$ cat src/hw/rtl/cfd_pkg.sv
// cfd_pkg: shared types and constants for the command fifo with duplicate check
// holds the frame layout, operation codes and sequencer states; no dependencies
package cfd_pkg;

    localparam int FRAME_W = 64;

    typedef struct packed {
        logic [7:0]  op;
        logic [31:0] value;
        logic [15:0] request;
        logic [7:0]  seq;
    } t_frame;

    typedef enum logic [1:0] {
        FUNC_PUSH   = 2'd0,
        FUNC_POP    = 2'd1,
        FUNC_QUERY  = 2'd2,
        FUNC_RECORD = 2'd3
    } t_func;

    typedef enum logic [2:0] {
        S_IDLE,
        S_EXEC,
        S_POPWAIT,
        S_SCAN,
        S_QDONE,
        S_EMIT
    } t_state;

endpackage

$ cat src/hw/rtl/cfd_ram.sv
// cfd_ram: generic single write port, single read port ram with registered read
// no dependencies
module cfd_ram #(
    parameter int WIDTH = 64,
    parameter int DEPTH = 8
) (
    input  logic                                  i_clk,
    input  logic                                  i_we,
    input  logic [((DEPTH > 1) ? $clog2(DEPTH) : 1)-1:0] i_waddr,
    input  logic [WIDTH-1:0]                      i_wdata,
    input  logic                                  i_re,
    input  logic [((DEPTH > 1) ? $clog2(DEPTH) : 1)-1:0] i_raddr,
    output logic [WIDTH-1:0]                      o_rdata
);

    logic [WIDTH-1:0] r_mem [DEPTH];
    logic [WIDTH-1:0] r_rdata;

    always_ff @(posedge i_clk) begin
        if (i_we) begin
            r_mem[i_waddr] <= i_wdata;
        end
        if (i_re) begin
            r_rdata <= r_mem[i_raddr];
        end
    end

    assign o_rdata = r_rdata;

endmodule

$ cat src/hw/rtl/cfd_match.sv
// cfd_match: shared frame comparator with a sticky hit flag
// compares one candidate frame a cycle against the key; depends on cfd_pkg
module cfd_match (
    input  logic           i_clk,
    input  logic           i_rst_n,
    input  logic           i_clear,
    input  logic           i_en,
    input  cfd_pkg::t_frame i_key,
    input  cfd_pkg::t_frame i_cand,
    output logic           o_hit
);
    import cfd_pkg::*;

    logic r_hit;
    logic n_hit;

    always_comb begin
        if (i_clear) begin
            n_hit = 1'b0;
        end else begin
            n_hit = r_hit | (i_en && (i_key == i_cand));
        end
    end

    always_ff @(posedge i_clk) begin
        if (!i_rst_n) begin
            r_hit <= 1'b0;
        end else begin
            r_hit <= n_hit;
        end
    end

    assign o_hit = r_hit;

endmodule

$ cat src/hw/rtl/command_fifo_with_dedup_unit.sv
// command_fifo_with_dedup_unit: ring fifo of command frames with duplicate check
// depends on cfd_pkg, cfd_ram (frame storage) and cfd_match (shared comparator)
//
//  channel   dir  handshake           payload
//  input     in   i_valid / o_stall   i_func, i_cmd_op, i_cmd_value, i_cmd_request, i_cmd_seq
//  result    out  o_valid / i_stall   o_status_ok, o_out_op, o_out_value, o_out_request,
//                                     o_out_seq, o_fill_level
//
// push, record and a failed pop pass from accept through the exec and emit states to the
// output register; a pop also passes the pop-wait state for the registered ram read
// a duplicate query passes the exec, scan, done and emit states, skipping scan when empty;
// the single comparator walks the queued frames one per cycle through the ram read port,
// after checking the last-processed frame
// synchronous active-low reset clears state, pointers, count, last-valid, last frame and
// output valid; slot storage is not cleared, only written entries are ever read
// a stalled result holds the sequencer in its emit state; no new item is
// taken until the current one has been handed to the output register
module command_fifo_with_dedup_unit #(
    parameter int DEPTH = 8
) (
    input  logic        i_clk,
    input  logic        i_rst_n,
    // input channel
    input  logic        i_valid,
    output logic        o_stall,
    input  logic [1:0]  i_func,
    input  logic [7:0]  i_cmd_op,
    input  logic [31:0] i_cmd_value,
    input  logic [15:0] i_cmd_request,
    input  logic [7:0]  i_cmd_seq,
    // result channel
    output logic        o_valid,
    input  logic        i_stall,
    output logic        o_status_ok,
    output logic [7:0]  o_out_op,
    output logic [31:0] o_out_value,
    output logic [15:0] o_out_request,
    output logic [7:0]  o_out_seq,
    output logic [3:0]  o_fill_level
);
    import cfd_pkg::*;

    localparam int PTR_W = (DEPTH > 1) ? $clog2(DEPTH) : 1;
    localparam int CNT_W = $clog2(DEPTH + 1);

    // sequencer and ring state
    t_state             r_state, n_state;
    t_func              r_func, n_func;
    t_frame             r_frame, n_frame;
    logic [PTR_W-1:0]   r_head, n_head;
    logic [PTR_W-1:0]   r_tail, n_tail;
    logic [CNT_W-1:0]   r_count, n_count;
    logic               r_last_valid, n_last_valid;
    t_frame             r_last, n_last;
    // query walk
    logic [PTR_W-1:0]   r_scan_ptr, n_scan_ptr;
    logic [CNT_W-1:0]   r_scan_left, n_scan_left;
    // result staging
    logic               r_res_ok, n_res_ok;
    t_frame             r_res_frame, n_res_frame;
    // output register
    logic               r_out_valid, n_out_valid;
    logic               r_out_ok, n_out_ok;
    t_frame             r_out_frame, n_out_frame;
    logic [3:0]         r_out_fill, n_out_fill;

    // ram and comparator hookup
    logic               ram_we;
    logic               ram_re;
    logic [PTR_W-1:0]   ram_raddr;
    logic [FRAME_W-1:0] ram_rdata;
    t_frame             ram_frame;
    logic               match_clear;
    logic               match_en;
    t_frame             match_cand;
    logic               match_hit;

    logic               in_take;
    logic               out_take;

    function automatic logic [PTR_W-1:0] f_next(input logic [PTR_W-1:0] p);
        return (p == PTR_W'(DEPTH - 1)) ? '0 : p + 1'b1;
    endfunction

    assign ram_frame = t_frame'(ram_rdata);
    assign o_stall   = (r_state != S_IDLE);
    assign in_take   = i_valid && (r_state == S_IDLE);
    assign out_take  = r_out_valid && !i_stall;

    always_comb begin
        n_state      = r_state;
        n_func       = r_func;
        n_frame      = r_frame;
        n_head       = r_head;
        n_tail       = r_tail;
        n_count      = r_count;
        n_last_valid = r_last_valid;
        n_last       = r_last;
        n_scan_ptr   = r_scan_ptr;
        n_scan_left  = r_scan_left;
        n_res_ok     = r_res_ok;
        n_res_frame  = r_res_frame;
        n_out_valid  = r_out_valid && !out_take;
        n_out_ok     = r_out_ok;
        n_out_frame  = r_out_frame;
        n_out_fill   = r_out_fill;

        ram_we      = 1'b0;
        ram_re      = 1'b0;
        ram_raddr   = r_head;
        match_clear = 1'b0;
        match_en    = 1'b0;
        match_cand  = ram_frame;

        case (r_state)
            S_IDLE: begin
                if (in_take) begin
                    n_func      = t_func'(i_func);
                    n_frame     = '{op: i_cmd_op, value: i_cmd_value,
                                    request: i_cmd_request, seq: i_cmd_seq};
                    n_res_ok    = 1'b0;
                    n_res_frame = '0;
                    match_clear = 1'b1;
                    n_state     = S_EXEC;
                end
            end
            S_EXEC: begin
                case (r_func)
                    FUNC_PUSH: begin
                        if (r_count < CNT_W'(DEPTH)) begin
                            ram_we   = 1'b1;
                            n_tail   = f_next(r_tail);
                            n_count  = r_count + 1'b1;
                            n_res_ok = 1'b1;
                        end
                        n_state = S_EMIT;
                    end
                    FUNC_POP: begin
                        if (r_count != '0) begin
                            ram_re  = 1'b1;
                            n_state = S_POPWAIT;
                        end else begin
                            n_state = S_EMIT;
                        end
                    end
                    FUNC_QUERY: begin
                        // last-processed frame goes through the comparator first
                        match_cand  = r_last;
                        match_en    = r_last_valid;
                        ram_re      = 1'b1;
                        n_scan_ptr  = r_head;
                        n_scan_left = r_count;
                        n_state     = (r_count != '0) ? S_SCAN : S_QDONE;
                    end
                    FUNC_RECORD: begin
                        n_last_valid = 1'b1;
                        n_last       = r_frame;
                        n_res_ok     = 1'b1;
                        n_state      = S_EMIT;
                    end
                    default: begin
                        n_state = S_EMIT;
                    end
                endcase
            end
            S_POPWAIT: begin
                n_res_frame = ram_frame;
                n_res_ok    = 1'b1;
                n_head      = f_next(r_head);
                n_count     = r_count - 1'b1;
                n_state     = S_EMIT;
            end
            S_SCAN: begin
                // ram data belongs to the slot at r_scan_ptr
                match_en = 1'b1;
                if (r_scan_left == CNT_W'(1)) begin
                    n_state = S_QDONE;
                end else begin
                    ram_re      = 1'b1;
                    ram_raddr   = f_next(r_scan_ptr);
                    n_scan_ptr  = f_next(r_scan_ptr);
                    n_scan_left = r_scan_left - 1'b1;
                end
            end
            S_QDONE: begin
                n_res_ok = match_hit;
                n_state  = S_EMIT;
            end
            S_EMIT: begin
                if (!r_out_valid || out_take) begin
                    n_out_valid = 1'b1;
                    n_out_ok    = r_res_ok;
                    n_out_frame = r_res_frame;
                    n_out_fill  = 4'(r_count);
                    n_state     = S_IDLE;
                end
            end
            default: begin
                n_state = S_IDLE;
            end
        endcase
    end

    always_ff @(posedge i_clk) begin
        if (!i_rst_n) begin
            r_state      <= S_IDLE;
            r_head       <= '0;
            r_tail       <= '0;
            r_count      <= '0;
            r_last_valid <= 1'b0;
            r_last       <= '0;
            r_out_valid  <= 1'b0;
        end else begin
            r_state      <= n_state;
            r_head       <= n_head;
            r_tail       <= n_tail;
            r_count      <= n_count;
            r_last_valid <= n_last_valid;
            r_last       <= n_last;
            r_out_valid  <= n_out_valid;
        end
    end

    // payload registers, no reset needed
    always_ff @(posedge i_clk) begin
        r_func      <= n_func;
        r_frame     <= n_frame;
        r_scan_ptr  <= n_scan_ptr;
        r_scan_left <= n_scan_left;
        r_res_ok    <= n_res_ok;
        r_res_frame <= n_res_frame;
        r_out_ok    <= n_out_ok;
        r_out_frame <= n_out_frame;
        r_out_fill  <= n_out_fill;
    end

    cfd_ram #(
        .WIDTH(FRAME_W),
        .DEPTH(DEPTH)
    ) u_slots (
        .i_clk  (i_clk),
        .i_we   (ram_we),
        .i_waddr(r_tail),
        .i_wdata(FRAME_W'(r_frame)),
        .i_re   (ram_re),
        .i_raddr(ram_raddr),
        .o_rdata(ram_rdata)
    );

    cfd_match u_match (
        .i_clk  (i_clk),
        .i_rst_n(i_rst_n),
        .i_clear(match_clear),
        .i_en   (match_en),
        .i_key  (r_frame),
        .i_cand (match_cand),
        .o_hit  (match_hit)
    );

    assign o_valid       = r_out_valid;
    assign o_status_ok   = r_out_ok;
    assign o_out_op      = r_out_frame.op;
    assign o_out_value   = r_out_frame.value;
    assign o_out_request = r_out_frame.request;
    assign o_out_seq     = r_out_frame.seq;
    assign o_fill_level  = r_out_fill;

endmodule
$ cat config.mk
export PLATFORM = sky130hd
export DESIGN_NAME = command_fifo_with_dedup_unit
export DESIGN_NICKNAME = d
export VERILOG_FILES = /design/src/hw/rtl/cfd_pkg.sv /design/src/hw/rtl/cfd_ram.sv /design/src/hw/rtl/cfd_match.sv /design/src/hw/rtl/command_fifo_with_dedup_unit.sv
export SDC_FILE = /design/constraint.sdc
export NUM_CORES = 1
export LEC_CHECK = 0
export BUFFER_PORTS_ARGS = -buffer_cell sky130_fd_sc_hd__clkbuf_2
export CAP_MARGIN = 0
export CORE_MARGIN = 2
export CORE_UTILIZATION = 57
export CTS_BUF_LIST = sky130_fd_sc_hd__clkbuf_2
export DETAILED_ROUTE_END_ITERATION = 10
export GPL_TIMING_DRIVEN = 1
export HOLD_SLACK_MARGIN = 0.12
export PLACE_DENSITY = 0.85
export SYNTH_ARGS = -nofsm -noshare
export SYNTH_HDL_FRONTEND = slang
export SYNTH_HIERARCHICAL = 1
export SYNTH_SLANG_ARGS = --single-unit
$ cat constraint.sdc
create_clock -name i_clk -period 7 [get_ports i_clk]
set_input_delay 1.4 -clock i_clk [delete_from_list [all_inputs] [get_ports i_clk]]
set_output_delay 1.4 -clock i_clk [all_outputs]
set_load 0.01 [all_outputs]
# Word-level counts from Yosys, hierarchy flattened
# Memory sizes are Yosys's and may differ from the RTL's. A register that Yosys moved wholly into a read port is not among the register bits.
# Index checks and enable logic that the tools add are counted.
# totals
reg_bits	287
mem_bits_rw	512
output_inout_bits	71
wordCells	133
memories	1
# classes
addsub	6
magnitude_cmp	1
n_eq_ne	22
muxes	44
bitwise	2
n_reduce_logical	28
# memory_table
name	depth	width	rd	rd_ports_with_merged_regs	write_ports	line_no	rtl
u_slots.r_mem	8	64	1	1	1	cfd_ram.sv:16	logic [WIDTH-1:0] r_mem [DEPTH];
# op_table
cell	count
$mux W64	3
$pmux W64 S2	1
$eq A64 B64 Y1	1
$mux W3	12
$mux W4	4
$pmux W4 S2	2
$eq A3 B3 Y1 const B	5
$pmux W3 S5	1
$mux W1	14
$reduce_and A3 Y1	4
$ne A2 B2 Y1 const B	5
$add A3 B1 Y3 const B	3
$pmux W3 S3	1
$pmux W1 S2	4
$reduce_and A2 Y1	4
$reduce_bool A4 Y1	2
$sub A4 B1 Y4 const B	2
$eq A3 B2 Y1 const B	2
$pmux W3 S2	1
$reduce_bool A2 Y1	3
$reduce_or A2 Y1	3
$add A4 B1 Y4 const B	1
$eq A2 B2 Y1 const B	2
$eq A4 B1 Y1 const B	1
other kinds (16)	22

# Depth between registers and ports, before layout
# Gate-level depths: netlist of run 1.
# logic_depth
ltp_word	6
depth_mapped	11

# By module
# Netlist of run 1, hierarchy kept.
# by_module_without_submodules
mod	instances	cells_per_inst	area_each_um2	seq_area_each_um2
cfd_ram	1	816	21187.8	17296.6
command_fifo_with_dedup_unit	1	776	10819.1	7797.5
cfd_match	1	111	824.5	20.0

# Least setup slack after synthesis of run 1
# OpenSTA, ideal clock, no wires.
# synth_timing
kind	input-to-reg
startpoint	in i_valid
endpoint	reg r_res_ok, enable pin
arrival_time_ns	6.286
required_ns	6.684
path_slack_ns	0.398
path_stages	3
path_buffers	0
path_cell_list	nor2_1 nor3_1 o21bai_1
# synth_via
elab_chain_len	3
# synth_lines
element	line_no	rtl
start, declared	command_fifo_with_dedup_unit.sv:24	input logic i_valid,
$logic_and A1 B1 Y1	command_fifo_with_dedup_unit.sv:87	assign in_take = i_valid && (r_state == S_IDLE);
$ne A2 B2 Y1 (no line)	-	
$reduce_and A4 Y1 (no line)	-	
end signal, assigned	command_fifo_with_dedup_unit.sv:230	r_res_ok <= n_res_ok;
end, declared	command_fifo_with_dedup_unit.sv:59	logic r_res_ok, n_res_ok;
# Every way passes these cells.
# A chain may end at the register's enable or synchronous reset.

# Final worst setup path of run 1
# layout_timing
startpoint	reg r_state[1]
endpoint	reg u_slots.r_rdata[48] (netlist: u_slots/o_rdata[48]), read port of u_slots.r_mem, data pin
# layout_via
elab_chain_len	2
elab_cells_between_ends	4
cone_classes	eq/ne: 2; mux: 2
# layout_lines
element	line_no	rtl
start, declared	command_fifo_with_dedup_unit.sv:47	t_state r_state, n_state;
start signal, assigned	command_fifo_with_dedup_unit.sv:214	r_state <= n_state;
$eq A3 B2 Y1	command_fifo_with_dedup_unit.sv:115	case (r_state)
$mux W3	command_fifo_with_dedup_unit.sv:115	
net ram_raddr[0]	command_fifo_with_dedup_unit.sv:70	logic [PTR_W-1:0] ram_raddr;
end, declared	cfd_ram.sv:17	logic [WIDTH-1:0] r_rdata;
# The timed path passes the listed nets, and every way through them passes these cells.

==> out/metrics.yaml, run 1 <==
status: "finished, final reports clean"
drt-pass1-iter-count: 7
hold_class: "input pin to register"
initialDrtViolationCount: 1731
cts_tree: "done"
drv_cap: 0
avgSynthCellArea_sq_um: 19.3
powerDensity_nw_per_um2: 263
worst_slew_pin_slew_ns: 1.18
startpoint: "r_state[1]"
synth-simple-area-share_pct: 4.39
fin_area_sq_um: 36900
portBuffers: 140
tns_ns: 0
post_cts_buffers: 0
synth_compound_area_share_pct: 2.13
h-tree-depth: 4
via_per_inst: 5.82
gp_congestion: 0.792
nets: 2137
power_leakage_nw: 12.4
antenna_found_initial: 4
ys_warn_count: 6
finalMaxSlewViolations: 0
worstHoldStart: "i_cmd_request[7]"
clock_path_buffers: 3
die_y_um: 244
core-area_sq_um: 56700
area_growth_pct: 12.5
ys_seq_elements: 863
rows: 87
start_util_pct: 57.9
synthAdderAreaFrac_pct: 0.633
ios: 141
peakVddDrop_mv: 0.167
end_kind: "register"
cts_made_buffers: 200
synth_edf_count: 783
multi_input_area_sq_um: 7340
fp.dieW_um: 244
die-area_sq_um: 59500
path_class: "register to register"
synth_top_family_by_area: "multiplexers"
stdcell_count: 2986
r2r_start: "r_state[1]"
start_kind: "register"
holdBufCountCts: 59
drc_errors: 0
synth-xor-area-share_pct: 1.36
final_antenna_net_count: 0
drive_above_1_share_pct: 33.4
regArea_sq_um: 25100
arrival_ns: 5.28
finClkSkew_ns: 0.0750
finalHoldViolCount: 0
setup_viol: 0
cts_num_sinks: 863
rsz0062_at_grt: "no"
ys_async_sr_fraction_pct: 0
period_share_pct: 59.4
synthesis.area_sq_um: 32800
nFillCells: 3719
grt_pass1_wl_um: 105000
dp.cells: 2545
cp_max_fo: 62
root_buffer: "clkbuf_2"
ys.flop_type: "edfxtp_1"
postPlaceCellArea_sq_um: 34400
grt_pass1_vias: 17965
wl_per_cell_um: 23.6
grt_max_degree: 70
synth.area.mux_share_pct: 13.5
ctsResizeCount: 0
clk_pin_slew_ns: 0.10
required_ns: 8.12
wirelength_um: 70300
hold_ws_ns: 0.217
dp_hpwl_um: 38900
vias: 17385
grt_use_total_pct: 24.2
clock_latency_ns: 1.41
fmax_mhz: 241
syn_inst: 1703
synth.distinct_cells: 59
grt_overflow: 0
min_period_ns: 4.16
final_core_util_pct: 65.1
syn-num-nets: 1789
max-slew-margin-rel_pct: 21.2
ys_seq_area_share_pct: 76.5
-- critical path: stages, from the launching register on --
cell,delay [ns]
dfxtp_1,0.53
and2b_1,0.22
nand2_1,0.27
a21oi_2,0.48
mux2_8,0.75
buf_4,0.70
mux4_2,0.58
mux2_2,0.27
-- where the power goes --
part           total (mW)  leakage (nW)  switching (mW)  internal [mW]
Clock                3.32          1.50            1.93           1.39
Sequential           5.95          7.80           0.145           5.81
Combinational       0.438          3.11           0.266          0.171
-- cells in the final DEF (no fill, tap or decap), types with 20 or more instances in the layout --
cell type | netlist | routed
edfxtp_1 | 783 | 783
clkbuf_2 | 0 | 456
nand2_1 | 151 | 150
mux4_2 | 128 | 128
mux2_2 | 90 | 88
dfxtp_1 | 80 | 80
a21oi_1 | 75 | 74
and2_1 | 66 | 64
dlygate4sd3_1 | 0 | 60
xnor2_1 | 48 | 48
mux2_1 | 44 | 44
clkinv_1 | 0 | 36
inv_1 | 21 | 20
buf_4 | 8 | 20
-- cells by family (layout without fill, tap and decap cells) --
family | Yosys count | in the layout
buffers and inverters | 97 | 617
AO/OA/AOI/OAI | 115 | 115
other | 0 | 7
AND/OR/NAND/NOR | 296 | 296
flip-flops | 863 | 863
XOR/XNOR | 51 | 51
multiplexers | 265 | 265
adder cells (fa/ha/maj) | 16 | 16
-- sequential cells by signal (all words and copies together), names as in the netlist, 4 cells and up --
signal / flops
u_slots/o_rdata: 64
o_out_seq: 8
r_frame: 64
o_fill_level: 4
o_out_op: 8
r_count: 4
r_last: 64
r_scan_left: 4
u_slots/r_mem: 512
o_out_value: 32
o_out_request: 16
r_res_frame: 64
-- Yosys cell counts (all sizes together) (12+ instances only) --
master / count / share of area [%]
ha: 15 / 0.57
a21oi: 76 / 1.2
nand2: 151 / 1.7
mux2: 134 / 4.6
nor2b: 13 / 0.25
dfxtp: 80 / 4.9
nor2: 22 / 0.27
clkbuf: 28 / 0.32
inv: 22 / 0.25
and2: 66 / 1.3
mux4: 128 / 8.8
edfxtp: 783 / 72
nand4: 12 / 0.23
xnor2: 48 / 1.3
buf: 47 / 0.95
-- per-stage QoR --
stage	power (mW)	worst slack [ns]
after global routing	10.1	2.48
after detailed placement	6.48	2.81
final	9.71	2.84
after floorplan	6.28	0.398
after CTS	9.79	2.82
after global placement	6.45	2.97
-- per-layer routing --
metal	vias to the layer above	share of wire (%)	GRT usage, %
met3	164	10	7.22
met5	-	0.078	0
li1	7489	-	-
met1	8733	38	30.9
met4	2	3.2	10.4
met2	997	49	38.9
-- path summary, 6_finish.rpt --
kind,endpoint,slack (ns),depth (start not counted)
worst min register to register,o_out_value[10],0.40,0
worst min-delay path,r_frame[15],0.22,1
worst max-delay path,u_slots/o_rdata[48],2.84,7
worst max register to register,u_slots/o_rdata[48],2.84,7
-- layout make-up --
type                    instances  area share (%)
clock buffers                 316            4.28
repair buffers                221            3.98
diodes                          7          0.0474
clock inverters                58            1.05
inverters                      22           0.224
flip-flops and latches        863            68.0
multi-input cells             743            19.9
well taps                     756            2.56
Power figures use the tool's default switching activity.
==> inputs of run 2 (changes only) <==
==> constraint.sdc (replaced) <==
create_clock -name i_clk -period 3.8 [get_ports i_clk]
set_input_delay 0.76 -clock i_clk [delete_from_list [all_inputs] [get_ports i_clk]]
set_output_delay 0.76 -clock i_clk [all_outputs]
set_load 0.01 [all_outputs]
==> run 2 against run 1 <==
Effect of this change: flip-flop and latch count unchanged; non-clock buffer count up 92; fmax up 22%; routed wire length up 3.8%; clock skew up 0.027 ns; largest cell class unchanged.
==> out/metrics.yaml, run 2 (synthesized netlist as in run 1, its figures left out) <==
max-slew-margin-rel_pct: 34.5
grt_pass1_wl_um: 111000
fin_ws_ns: 0.381
stdcell_count: 3079
gp_congestion: 0.871
h-tree-depth: 4
initialDrtViolationCount: 1814
rsz0062_at_grt: "no"
finClkSkew_ns: 0.102
cts_tree: "done"
cp_max_fo: 20
cts_num_sinks: 863
fp.dieW_um: 244
via_per_inst: 5.81
status: "finished, final reports clean"
grt_pass1_vias: 18756
worstSetupPathDepth: 9
drv_cap: 0
post_cts_buffers: 0
final_cell_mix: "783 x edfxtp_1, 449 x clkbuf_2, 150 x nand2_1"
root_buffer: "clkbuf_2"
area_growth_pct: 15.6
clock_latency_ns: 1.42
finalMaxSlewViolations: 0
ios: 141
finalHoldViolCount: 0
hold_class: "input pin to register"
grt_max_degree: 69
critPathBufInv: 1
die_y_um: 244
holdBufCountCts: 138
wl_per_cell_um: 23.7
final_antenna_net_count: 0
min_period_ns: 3.42
rows: 87
powerDensity_nw_per_um2: 470
crit_end: "u_match/o_hit"
setup_viol: 0
slowest_stage: "dfxtp_1"
worst_slew_pin_slew_ns: 0.981
start_kind: "register"
path_class: "register to register"
path_common_cell: "nand4_1"
largest-register: "u_slots/r_mem"
reg2reg_slack_ns: 0.38
pre_cts_ws_ns: 0.569
required_ns: 5.12
r2r_start: "r_state[0]"
rr_worst_depth: 9
drive_above_1_share_pct: 32.2
dp_hpwl_um: 40400
vias: 17874
critical-path-max-stage-delay_ns: 0.61
rr_endpoint: "u_match/o_hit"
crit_chain: "nor3b_2 -> and2_4 -> buf_4 -> mux2_2 -> xnor2_1 -> nand4_1 -> nor4_1 -> nand4_1 -> o21ai_1"
drc_errors: 0
ctsResizeCount: 0
fmax_mhz: 292
power_leakage_nw: 12.8
portBuffers: 140
grt_use_total_pct: 25.1
dp.cells: 2559
startpoint: "r_state[0]"
final_common_cell: "edfxtp_1"
core-area_sq_um: 56700
drt-pass1-iter-count: 5
clock_path_buffers: 3
clk_pin_slew_ns: 0.10
nets: 2231
peakVddDrop_mv: 0.302
cp_top_family: "simple AND/OR/NAND/NOR gates"
arrival_ns: 4.74
start_util_pct: 57.9
end_kind: "register"
period_share_pct: 90.0
antenna_found_initial: 2
die-area_sq_um: 59500
largest_reg_flops: 512
cts_made_buffers: 202
grt_overflow: 0
wirelength_um: 73000
run 2: cell types whose count changed in the layout (fill, tap and decap cells not counted), moves of 4 or more:
cell / before / now
inv_2: 4 / 8
clkbuf_2: 456 / 449
diode_2: 7 / 3
clkinv_1: 36 / 50
buf_12: 1 / 16
dlygate4sd3_1: 60 / 138
run 2: report_power, final:
part,internal (mW),switching [mW]
registers,10.7,0.290
clock network,2.38,3.60
logic,0.386,0.473
total,13.5,4.36
run 2: worst min-delay path by stage:
stage	start	endpoint	slack [ns]	cells after the start
detailed placement	r_res_frame[57]	o_out_op[1]	0.40	0
global placement	r_res_frame[5]	o_out_seq[5]	0.40	0
floorplan	r_res_frame[56]	o_out_op[0]	0.40	0
CTS	i_stall	o_out_seq[0]	0.23	3
finish	i_stall	o_out_seq[0]	0.35	3
global route	i_stall	o_out_seq[0]	0.29	3
run 2: final cells by class:
type | count | area, sq um
clock buffer | 309 | 1550
timing repair buffer | 313 | 2540
tap | 756 | 946
antenna | 3 | 7.51
inverter | 22 | 82.6
multi-input combinational | 743 | 7350
clock inverter | 70 | 367
sequential | 863 | 25100
fill | 3578 | 18800
run 2: worst min-delay path, delay by kind of cell:
family | cells | cell delay [ns]
buffers and inverters | 2 | 0.66
AOI/OAI and AO/OA | 1 | 0.16
run 2: layer usage:
layer / up-vias / GRT usage, % / share of wire (%)
met5: - / 0 / 0
met4: 0 / 10.9 / 3.2
met3: 162 / 6.74 / 9.4
met2: 1026 / 40.9 / 50
met1: 8989 / 32.2 / 38
li1: 7697 / - / -
run 2: per-stage QoR:
step | TNS (ns) | total power [mW] | utilization [%] | hold slack [ns] | instance area (sq um)
finish | 0 | 17.8 | 66.9 | 0.347 | 38000
global route | 0 | 18.5 | 66.9 | 0.287 | 38000
CTS | 0 | 17.9 | 66.9 | 0.227 | 38000
detailed placement | 0 | 11.9 | 61.1 | 0.405 | 34700
global placement | 0 | 11.9 | 61.1 | 0.402 | 34700
floorplan | -192.15 | 11.6 | - | 0.400 | 32900
